**config.mk**
```make
export PLATFORM = sky130hd
export DESIGN_NAME = min_max_range_remap
export DESIGN_NICKNAME = d
export VERILOG_FILES = /design/src/hdl/mmrr_pkg.sv /design/src/hdl/min_max_range_remap.sv /design/src/hdl/mmrr_div.sv
export SDC_FILE = /design/constraint.sdc
export NUM_CORES = 2
export LEC_CHECK = 0
export BUFFER_PORTS_ARGS = -buffer_cell sky130_fd_sc_hd__buf_2
export CAP_MARGIN = 20
export CORE_MARGIN = 3
export CORE_UTILIZATION = 55
export CTS_CLUSTER_DIAMETER = 120
export CTS_CLUSTER_SIZE = 14
export DETAILED_ROUTE_END_ITERATION = 10
export MAX_ROUTING_LAYER = met4
export PLACE_DENSITY = 0.8
export REMOVE_ABC_BUFFERS = 1
export SETUP_SLACK_MARGIN = 0.4
export SYNTH_ARGS = -nofsm -noshare
export SYNTH_HDL_FRONTEND = slang
export SYNTH_SLANG_ARGS = --single-unit
```
**constraint.sdc**
```tcl
create_clock -name i_clk -period 7.24 [get_ports i_clk]
set_input_delay 0 -clock i_clk [delete_from_list [all_inputs] [get_ports i_clk]]
set_output_delay 0 -clock i_clk [all_outputs]
set_load 0.01 [all_outputs]
```
**src/hdl/mmrr_pkg.sv**
```systemverilog
// Shared types and constants for the min/max range remap block.
// Holds the transaction payload structs, register indexes and the sequencer states.
// No dependencies.
package mmrr_pkg;

    localparam int DATA_W    = 32;
    localparam int CFG_IDX_W = 1;

    localparam logic [CFG_IDX_W-1:0] CFG_TARGET_LOW  = 1'b0;
    localparam logic [CFG_IDX_W-1:0] CFG_TARGET_HIGH = 1'b1;

    localparam logic REQ_GATHER = 1'b0;
    localparam logic REQ_REMAP  = 1'b1;

    localparam logic signed [DATA_W-1:0] TARGET_LOW_RST  = 32'sd0;
    localparam logic signed [DATA_W-1:0] TARGET_HIGH_RST = 32'sd65536;

    typedef struct packed {
        logic                     req_type;
        logic signed [DATA_W-1:0] sample_value;
    } t_in_item;

    typedef struct packed {
        logic signed [DATA_W-1:0] mapped_value;
        logic                     collapsed;
    } t_out_item;

    typedef enum logic [2:0] {
        S_IDLE,
        S_DIV,
        S_MUL,
        S_ADD,
        S_DONE
    } t_state;

endpackage

```
**src/hdl/min_max_range_remap.sv**
```systemverilog
// Min/max range remap: a gather transaction folds its value into the running minimum and
// maximum. A remap transaction maps its value linearly from the gathered range onto
// [target_low, target_high] and passes through the radix-2 divider, which produces one
// fraction bit per cycle, then a multiply, an add/saturate and an output load step.
// A value at or outside the gathered range skips the divider and goes straight to the
// multiply; a collapsed result goes straight to the output load. The block accepts one
// transaction at a time and holds o_in_stall high until the remap result has been loaded
// into the output register, so the next transaction is taken the cycle after. A finished
// result waits in the output register, so the next transaction can be taken while the
// consumer stalls. The first gather after a remap starts a new set.
module min_max_range_remap
    import mmrr_pkg::*;
#(
    parameter int FRAC_BITS = 16
) (
    input  logic                 i_clk,
    input  logic                 i_rst_n,
    input  logic                 i_in_valid,
    output logic                 o_in_stall,
    input  t_in_item             i_in_payload,
    output logic                 o_out_valid,
    input  logic                 i_out_stall,
    output t_out_item            o_out_payload,
    input  logic                 i_cfg_valid,
    output logic                 o_cfg_ready,
    input  logic [CFG_IDX_W-1:0] i_cfg_index,
    input  logic [DATA_W-1:0]    i_cfg_data
);

    localparam int T_W    = FRAC_BITS + 1;
    localparam int PROD_W = FRAC_BITS + 35;

    t_state r_state;
    t_state n_state;

    logic signed [DATA_W-1:0] r_target_low;
    logic signed [DATA_W-1:0] r_target_high;
    logic signed [DATA_W-1:0] r_seen_low;
    logic signed [DATA_W-1:0] r_seen_high;
    logic                     r_have_samples;
    logic                     r_start_new_set;

    logic signed [32:0]       r_diff;
    logic [T_W-1:0]           r_t;
    logic signed [PROD_W-1:0] r_prod;
    logic signed [DATA_W-1:0] r_res;
    logic                     r_coll;

    logic      r_out_valid;
    t_out_item r_out;

    logic accept;
    logic is_remap;
    logic out_load;
    logic div_start;
    logic div_done;
    logic [FRAC_BITS-1:0] div_quo;

    logic signed [32:0] w_d;
    logic [32:0]        w_span;
    logic               w_collapse;
    logic               w_d_nonpos;
    logic               w_d_ge_span;
    logic signed [PROD_W-1:0] w_t_ext;
    logic signed [PROD_W-1:0] w_diff_ext;
    logic signed [PROD_W-1:0] w_shift;
    logic signed [33:0] w_q;
    logic signed [34:0] w_sum;
    logic signed [DATA_W-1:0] w_sat;

    assign accept   = i_in_valid && !o_in_stall;
    assign is_remap = (i_in_payload.req_type == REQ_REMAP);

    assign w_d    = {i_in_payload.sample_value[31], i_in_payload.sample_value}
                  - {r_seen_low[31], r_seen_low};
    assign w_span = 33'({r_seen_high[31], r_seen_high} - {r_seen_low[31], r_seen_low});
    assign w_collapse  = !r_have_samples || (r_seen_high == r_seen_low);
    assign w_d_nonpos  = w_d[32] || (w_d == 33'sd0);
    assign w_d_ge_span = !w_d[32] && (33'(w_d) >= w_span);

    // Both multiplier operands are extended to the full product width.
    assign w_t_ext    = $signed({{(PROD_W-T_W){1'b0}}, r_t});
    assign w_diff_ext = $signed({{(PROD_W-33){r_diff[32]}}, r_diff});

    // Arithmetic shift of the product is the floor division by 2^FRAC_BITS.
    assign w_shift = r_prod >>> FRAC_BITS;
    assign w_q     = w_shift[33:0];
    assign w_sum   = {{3{r_target_low[31]}}, r_target_low} + {w_q[33], w_q};

    always_comb begin
        if (w_sum[34:31] == 4'b0000 || w_sum[34:31] == 4'b1111) begin
            w_sat = w_sum[31:0];
        end else if (w_sum[34]) begin
            w_sat = {1'b1, {(DATA_W-1){1'b0}}};
        end else begin
            w_sat = {1'b0, {(DATA_W-1){1'b1}}};
        end
    end

    mmrr_div #(
        .FRAC_BITS (FRAC_BITS)
    ) u_div (
        .i_clk      (i_clk),
        .i_rst_n    (i_rst_n),
        .i_start    (div_start),
        .i_dividend (33'(w_d)),
        .i_divisor  (w_span),
        .o_done     (div_done),
        .o_quotient (div_quo)
    );

    // Next-state logic.
    always_comb begin
        n_state = r_state;
        unique case (r_state)
            S_IDLE: begin
                if (accept && is_remap) begin
                    if (w_collapse) begin
                        n_state = S_DONE;
                    end else if (w_d_nonpos || w_d_ge_span) begin
                        n_state = S_MUL;
                    end else begin
                        n_state = S_DIV;
                    end
                end
            end
            S_DIV: begin
                if (div_done) begin
                    n_state = S_MUL;
                end
            end
            S_MUL: n_state = S_ADD;
            S_ADD: n_state = S_DONE;
            S_DONE: begin
                if (!r_out_valid || !i_out_stall) begin
                    n_state = S_IDLE;
                end
            end
            default: n_state = S_IDLE;
        endcase
    end

    // Sequencer outputs.
    always_comb begin
        o_in_stall = 1'b1;
        div_start  = 1'b0;
        out_load   = 1'b0;
        unique case (r_state)
            S_IDLE: begin
                o_in_stall = 1'b0;
                div_start  = accept && is_remap && !w_collapse && !w_d_nonpos && !w_d_ge_span;
            end
            S_DONE:  out_load = !r_out_valid || !i_out_stall;
            default: ;
        endcase
    end

    always_ff @(posedge i_clk) begin
        if (!i_rst_n) begin
            r_state <= S_IDLE;
        end else begin
            r_state <= n_state;
        end
    end

    // Configuration registers.
    assign o_cfg_ready = 1'b1;

    always_ff @(posedge i_clk) begin
        if (!i_rst_n) begin
            r_target_low  <= TARGET_LOW_RST;
            r_target_high <= TARGET_HIGH_RST;
        end else if (i_cfg_valid && o_cfg_ready) begin
            unique case (i_cfg_index)
                CFG_TARGET_LOW:  r_target_low  <= i_cfg_data;
                CFG_TARGET_HIGH: r_target_high <= i_cfg_data;
                default: ;
            endcase
        end
    end

    // Range statistics.
    always_ff @(posedge i_clk) begin
        if (!i_rst_n) begin
            r_seen_low      <= '0;
            r_seen_high     <= '0;
            r_have_samples  <= 1'b0;
            r_start_new_set <= 1'b1;
        end else if (accept) begin
            if (is_remap) begin
                r_start_new_set <= 1'b1;
            end else if (r_start_new_set) begin
                r_seen_low      <= i_in_payload.sample_value;
                r_seen_high     <= i_in_payload.sample_value;
                r_have_samples  <= 1'b1;
                r_start_new_set <= 1'b0;
            end else begin
                if (i_in_payload.sample_value < r_seen_low) begin
                    r_seen_low <= i_in_payload.sample_value;
                end
                if (i_in_payload.sample_value > r_seen_high) begin
                    r_seen_high <= i_in_payload.sample_value;
                end
            end
        end
    end

    // Remap datapath.
    always_ff @(posedge i_clk) begin
        if (r_state == S_IDLE && accept && is_remap) begin
            r_diff <= {r_target_high[31], r_target_high} - {r_target_low[31], r_target_low};
            r_coll <= w_collapse;
            r_res  <= r_target_low;
            if (w_d_nonpos) begin
                r_t <= '0;
            end else begin
                r_t <= {1'b1, {FRAC_BITS{1'b0}}};
            end
        end else if (r_state == S_DIV && div_done) begin
            r_t <= {1'b0, div_quo};
        end else if (r_state == S_MUL) begin
            r_prod <= w_t_ext * w_diff_ext;
        end else if (r_state == S_ADD) begin
            r_res <= w_sat;
        end
    end

    // Output register.
    always_ff @(posedge i_clk) begin
        if (!i_rst_n) begin
            r_out_valid <= 1'b0;
        end else if (out_load) begin
            r_out_valid <= 1'b1;
        end else if (!i_out_stall) begin
            r_out_valid <= 1'b0;
        end
    end

    always_ff @(posedge i_clk) begin
        if (out_load) begin
            r_out.mapped_value <= r_res;
            r_out.collapsed    <= r_coll;
        end
    end

    assign o_out_valid   = r_out_valid;
    assign o_out_payload = r_out;

endmodule

```
**src/hdl/mmrr_div.sv**
```systemverilog
// Radix-2 restoring divider producing a FRAC_BITS-bit fraction of dividend / divisor.
// Expects dividend < divisor; one quotient bit per cycle. Uses no package items.
module mmrr_div #(
    parameter int FRAC_BITS = 16
) (
    input  logic                 i_clk,
    input  logic                 i_rst_n,
    input  logic                 i_start,
    input  logic [32:0]          i_dividend,
    input  logic [32:0]          i_divisor,
    output logic                 o_done,
    output logic [FRAC_BITS-1:0] o_quotient
);

    localparam int CNT_W = $clog2(FRAC_BITS + 1);

    logic                 r_busy;
    logic                 r_done;
    logic [CNT_W-1:0]     r_cnt;
    logic [32:0]          r_rem;
    logic [32:0]          r_div;
    logic [FRAC_BITS-1:0] r_quo;

    logic [33:0] w_shifted;
    logic [34:0] w_trial;
    logic        w_fits;

    assign w_shifted = {r_rem, 1'b0};
    assign w_trial   = {1'b0, w_shifted} - {2'b00, r_div};
    assign w_fits    = !w_trial[34];

    always_ff @(posedge i_clk) begin
        if (!i_rst_n) begin
            r_busy <= 1'b0;
            r_done <= 1'b0;
            r_cnt  <= '0;
        end else begin
            r_done <= 1'b0;
            if (i_start) begin
                r_busy <= 1'b1;
                r_cnt  <= CNT_W'(FRAC_BITS);
            end else if (r_busy) begin
                r_cnt <= r_cnt - 1'b1;
                if (r_cnt == CNT_W'(1)) begin
                    r_busy <= 1'b0;
                    r_done <= 1'b1;
                end
            end
        end
    end

    always_ff @(posedge i_clk) begin
        if (i_start) begin
            r_rem <= i_dividend;
            r_div <= i_divisor;
            r_quo <= '0;
        end else if (r_busy) begin
            // The remainder stays below the divisor, so 33 bits always hold it.
            r_rem <= w_fits ? w_trial[32:0] : w_shifted[32:0];
            r_quo <= {r_quo[FRAC_BITS-2:0], w_fits};
        end
    end

    assign o_done     = r_done;
    assign o_quotient = r_quo;

endmodule

```
### Word-level counts from Yosys, hierarchy flattened

Index checks and enable logic that the tools add are counted.

* register bits: 389
* bits of input ports: 71
* word-level logic and storage cells: 125
* output and inout bits: 36

* equal/unequal tests: 13
* $add $sub $neg: 6
* reduce and logical (&&, ||, !) cells: 40
* order comparisons: 3
* multiplexer cells: 34
* bitwise gates (word level): 6
* multiply operators: 1

Operators by type and width (count)
* two-way mux 32 bit: 10
* two-way mux 33 bit: 3
* subtractor 32 x 32 -> 33 bit: 3
* two-way mux 17 bit: 3
* multiplier 18 x 33 -> 50 bit: 1
* adder 32 x 34 -> 35 bit: 1
* subtractor 34 x 33 -> 35 bit: 1
* >= comparator 33 bit: 1
* zero test 33 bit: 1
* == test 32 bit: 1
* > comparator 32 bit: 1
* less-than comparator 32 bit: 1
* AND reduction 3 bit: 6
* one-hot mux 3 bit (5 select lines): 1
* two-way mux 3 bit: 4
* two-way mux 1 bit: 10
* two-way mux 5 bit: 2
* nonzero test 2 bit: 5
* logical AND 1 bit: 9
* zero test 1 bit: 8
* == test 3 x 2 -> 1 bit, second input constant: 2
* != test 2 x 1 -> 1 bit, second input constant: 3
* != test 2 bit, second input constant: 3
* inverter 1 bit: 6
* other kinds (12): 17

### Logic depth before layout (Yosys ltp)

* word-level depth: 8
* depth in mapped cells: 26
* mapped depth without buffers: 25

### Cells and area by module

Synthesis repeated with hierarchy kept, for this count alone.

* cells, all modules: 4685
* area, all modules: 42881.1 um2

By module, submodules not included
* min_max_range_remap: cells an instance 4127, area an instance 37420.9 um2, sequential area each 7186.9 um2, times used 1
* mmrr_div: cells an instance 558, area an instance 5460.2 um2, sequential area each 2442.3 um2, times used 1

### Worst setup path before layout

OpenSTA, ideal clock, no wires.

* path type: register -> register
* from: register r_diff[32]
* to: register r_prod[49], data pin
* path buffers: 1
* arrival: 6.369 ns
* clock period less this slack: 6.629 ns
* data required time: 6.980 ns
* slack: 0.611 ns
* setup time: 0.260 ns
* cell stages (with the launch flop): 25
* path through: edfxtp_1 clkbuf_1 nand2_1 inv_1 fa_1 inv_1 fa_1 inv_1 fa_1 fa_1 fa_1 inv_1 fa_1 inv_1 ha_1 a21o_1 a21o_1 a21o_1 a21o_1 a21o_1 a221oi_1 a21boi_0 o21ai_0 nor2b_1 xnor2_1

* cells in the longest elaborated chain, start to end: 1

RTL lines
* from (decl): RTL line min_max_range_remap.sv:43 `logic signed [32:0] r_diff;`
* from (signal assigned): RTL line min_max_range_remap.sv:211 `r_diff <= {r_target_high[31], r_target_high} - {r_target_low[31], r_target_low};`
* multiplier 18 x 33 -> 50 bit: RTL line min_max_range_remap.sv:222 `r_prod <= w_t_ext * w_diff_ext;`
* to (signal assigned): RTL line min_max_range_remap.sv:222
* to (decl): RTL line min_max_range_remap.sv:45 `logic signed [PROD_W-1:0] r_prod;`

No other way between the ends.
A chain may end at the register's enable or synchronous reset.

### Worst setup path in the final report

* from: register r_t[7]
* to: register r_prod[46], data pin

* cells in the longest elaborated chain, start to end: 1

RTL lines
* from (decl): RTL line min_max_range_remap.sv:44 `logic [T_W-1:0] r_t;`
* from (signal assigned): RTL line min_max_range_remap.sv:217 `r_t <= {1'b1, {FRAC_BITS{1'b0}}};`
* from (signal assigned): RTL line min_max_range_remap.sv:220 `r_t <= {1'b0, div_quo};`
* multiplier 18 x 33 -> 50 bit: RTL line min_max_range_remap.sv:222

No other way between the ends.

==> impl_metrics.env <==
export IMPL_synth_edf_count=216
export IMPL_hpwl_mm=85.0
export IMPL_setup_violations_final=0
export IMPL_drtAntennaViolNets=0
export IMPL_relSlewSlack_pct=28.8
export IMPL_cts_buffers=30
export IMPL_endpoint_kind="flop"
export IMPL_worst_pin_slew_ps=1050
export IMPL_row_count=101
export IMPL_grt_ovfl_total=0
export IMPL_clock_fmax_mhz=148
export IMPL_area_growth_pct=11.7
export IMPL_gp_congestion=0.978
export IMPL_rsz0062_at_grt="yes"
export IMPL_cts_root_buffer="clkbuf_16"
export IMPL_ys_ff_latch=373
export IMPL_dr_pass1_iters=8
export IMPL_cp_max_fo=7
export IMPL_grt_pass1_wl_mm=178
export IMPL_cp_start_kind="flop"
export IMPL_cts_tree="yes"
export IMPL_initialDrtViolationCount=2779
export IMPL_synthCells=4602
export IMPL_clockBufferDepth=3
export IMPL_finalHoldViolations=0
export IMPL_maxSlewViolCount=0
export IMPL_die_w_um=283
export IMPL_finalWirelength_mm=112
export IMPL_nets=5784
export IMPL_cts_num_sinks=373
export IMPL_min_period_ps=6770
export IMPL_yosys_area_top_type="fa_1"
export IMPL_h_tree_depth=1
export IMPL_port_buffers=105
export IMPL_clock_skew_ps=24.6
export IMPL_hp_class="in -> reg"
export IMPL_core_area_um2=76100
export IMPL_clock_latency_ps=630
export IMPL_status="finished clean"
export IMPL_synth_cell_types=83
export IMPL_period_share_pct=93.6
export IMPL_drc=0
export IMPL_synth_top_area_share_pct=25.3
export IMPL_syn_avg_cell_area_um2=9.18
export IMPL_wire_per_inst_um=19.1
export IMPL_grt_max_degree=100
export IMPL_io_pins=107
export IMPL_grt_pass1_vias=33571
export IMPL_vias=33260
export IMPL_ys_flop_type="edfxtp_1"
export IMPL_floorplan_die_area_um2=80200
export IMPL_synth_area_leaders="fa_1 (25%), edfxtp_1 (15%), ha_1 (10%)"
export IMPL_maxCapViolCount=0
export IMPL_clk_pin_slew_ps=80
export IMPL_async_flop_share_pct=0
export IMPL_grt_use_total_pct=28.3
export IMPL_cp_required_ps=7610
export IMPL_synth_area_um2=42300
export IMPL_final_layout_size_suffix_gt1_share_pct=8.77
export IMPL_critPathKind="reg -> reg"
export IMPL_ys_warn_count=0
export IMPL_viasPerCell=5.64
export IMPL_die_y_um=283
export IMPL_post_route_util_pct=62.0
export IMPL_seq_area_frac_synth_pct=22.8
export IMPL_start_util_pct=55.6
export IMPL_antenna_found_initial=7
export IMPL_cp_arrival_ps=7150
export IMPL_timing_hold_ws_ps=196
==> worst paths after layout <==
check                                    start                end  slack, ps  depth (start not counted)
worst max register to register          r_t[7]         r_prod[46]        470                         24
worst min-delay path            i_cfg_data[20]   r_target_low[20]        200                          4
worst max-delay path                    r_t[7]         r_prod[46]        470                         24
worst min register to register       r_res[10]  o_out_payload[11]        420                          0
==> cells in the final DEF, fill, tap and decap left out, types with 31 or more instances in the layout <==
cell type / netlist / routed
dlygate4sd3_1: 0 / 90
clkbuf_16: 0 / 35
nor3_1: 42 / 41
dfxtp_1: 157 / 157
nand2b_1: 32 / 31
inv_1: 815 / 809
nor2_1: 167 / 166
a21o_1: 122 / 122
o21ai_0: 154 / 145
ha_1: 342 / 331
xor2_1: 54 / 54
xnor2_1: 121 / 121
nand3_1: 75 / 73
fa_1: 534 / 527
o22ai_1: 34 / 33
buf_2: 7 / 105
mux2i_1: 62 / 62
a21boi_0: 69 / 68
edfxtp_1: 216 / 216
nor2b_1: 67 / 65
and2_1: 254 / 248
buf_4: 3 / 140
a21oi_1: 170 / 161
nand2_1: 611 / 610
==> critical path, cell delays in order, from the launching register on <==
cell	delay, ps
edfxtp_1	500
buf_6	180
clkbuf_16	150
and2_4	130
fa_1	500
inv_2	50
fa_1	420
fa_1	550
inv_1	50
fa_1	560
fa_1	450
fa_1	560
ha_4	240
a21oi_1	190
o21ai_2	110
o211ai_1	260
a31o_4	240
a211o_1	170
a21oi_2	70
buf_6	140
or2_4	260
a21o_1	200
a211o_1	280
a21oi_1	190
xnor2_1	80
==> flip-flops by register name, summed over array words and instances, names as in the netlist, 3 cells and up <==
| name | flops |
|---|---|
| r_target_low | 32 |
| r_seen_high | 32 |
| r_prod | 34 |
| r_state | 3 |
| u_div.r_rem | 33 |
| u_div.o_quotient | 16 |
| u_div.r_cnt | 5 |
| r_seen_low | 32 |
| r_res | 32 |
| r_target_high | 32 |
| o_out_payload | 33 |
| u_div.r_div | 33 |
| r_diff | 33 |
| r_t | 17 |
==> kinds of logic after synthesis <==
group	share of synthesized area, %
AOI/OAI and AO/OA	11.4
xor gates and xnor gates	3.63
adders and majority gates	35.4
buffers and inverters	8.81
DFF	22.8
muxes	2.38
other	0.00887
and+or+nand+nor	15.6
==> synthesized netlist by cell type (all sizes together), types with 13 or more instances <==
cell type  number
and2          254
a21boi         69
inv           815
dfxtp         157
fa            534
nor2b          67
a21oi         171
and4           13
nand2b         32
xnor2         121
nand4          29
xor2           54
o31ai          14
nor3           43
a211oi         21
and3           21
ha            342
edfxtp        216
nand2         611
o21ai         157
clkbuf        152
mux2           27
nor4           15
mux2i          62
o22ai          34
o21bai         19
nor2          167
a31oi          13
a21o          122
buf            14
nand3          75
o21a           28
==> through the flow <==
stage / worst slack [ps] / TNS, ps / area [µm²] / std cells
after CTS: 406 / 0 / 46400 / 5843
after global placement: 62.7 / 0 / 44200 / 5659
after floorplan: -584 / -19270 / 41600 / 4436
after detailed placement: -152 / -152 / 44200 / 5660
final: 466 / 0 / 47200 / 5897
after global routing: 268 / 0 / 47200 / 5896
==> layout make-up <==
class | instances | area (µm²)
multi-input combinational | 3248 | 29300
fill | 6155 | 28900
sequential | 373 | 9630
inverter | 815 | 3060
timing repair buffer | 369 | 3030
tap | 1030 | 1290
clock buffer | 53 | 837
clock inverter | 2 | 37.5
antenna | 7 | 17.5
==> routing by layer <==
metal	up-vias	routed length, µm	track usage, %
li1	15327	-	-
met1	16305	46400	36.8
met2	1362	52600	45.3
met3	266	9010	5.13
met4	0	4390	8.58
met5	-	0	-
==> what timing repair did <==
item,CTS,global route
gates cloned,0,5
resized for setup,7,73
hold endpoints to repair,133,0
buffers inserted,38,40
hold buffers,90,0
setup endpoints to repair,7,10
pin swaps,0,48
Power is left out: the tool's default activity adds up to more than one toggle a clock period on the data nets, which glitch-free logic cannot reach.
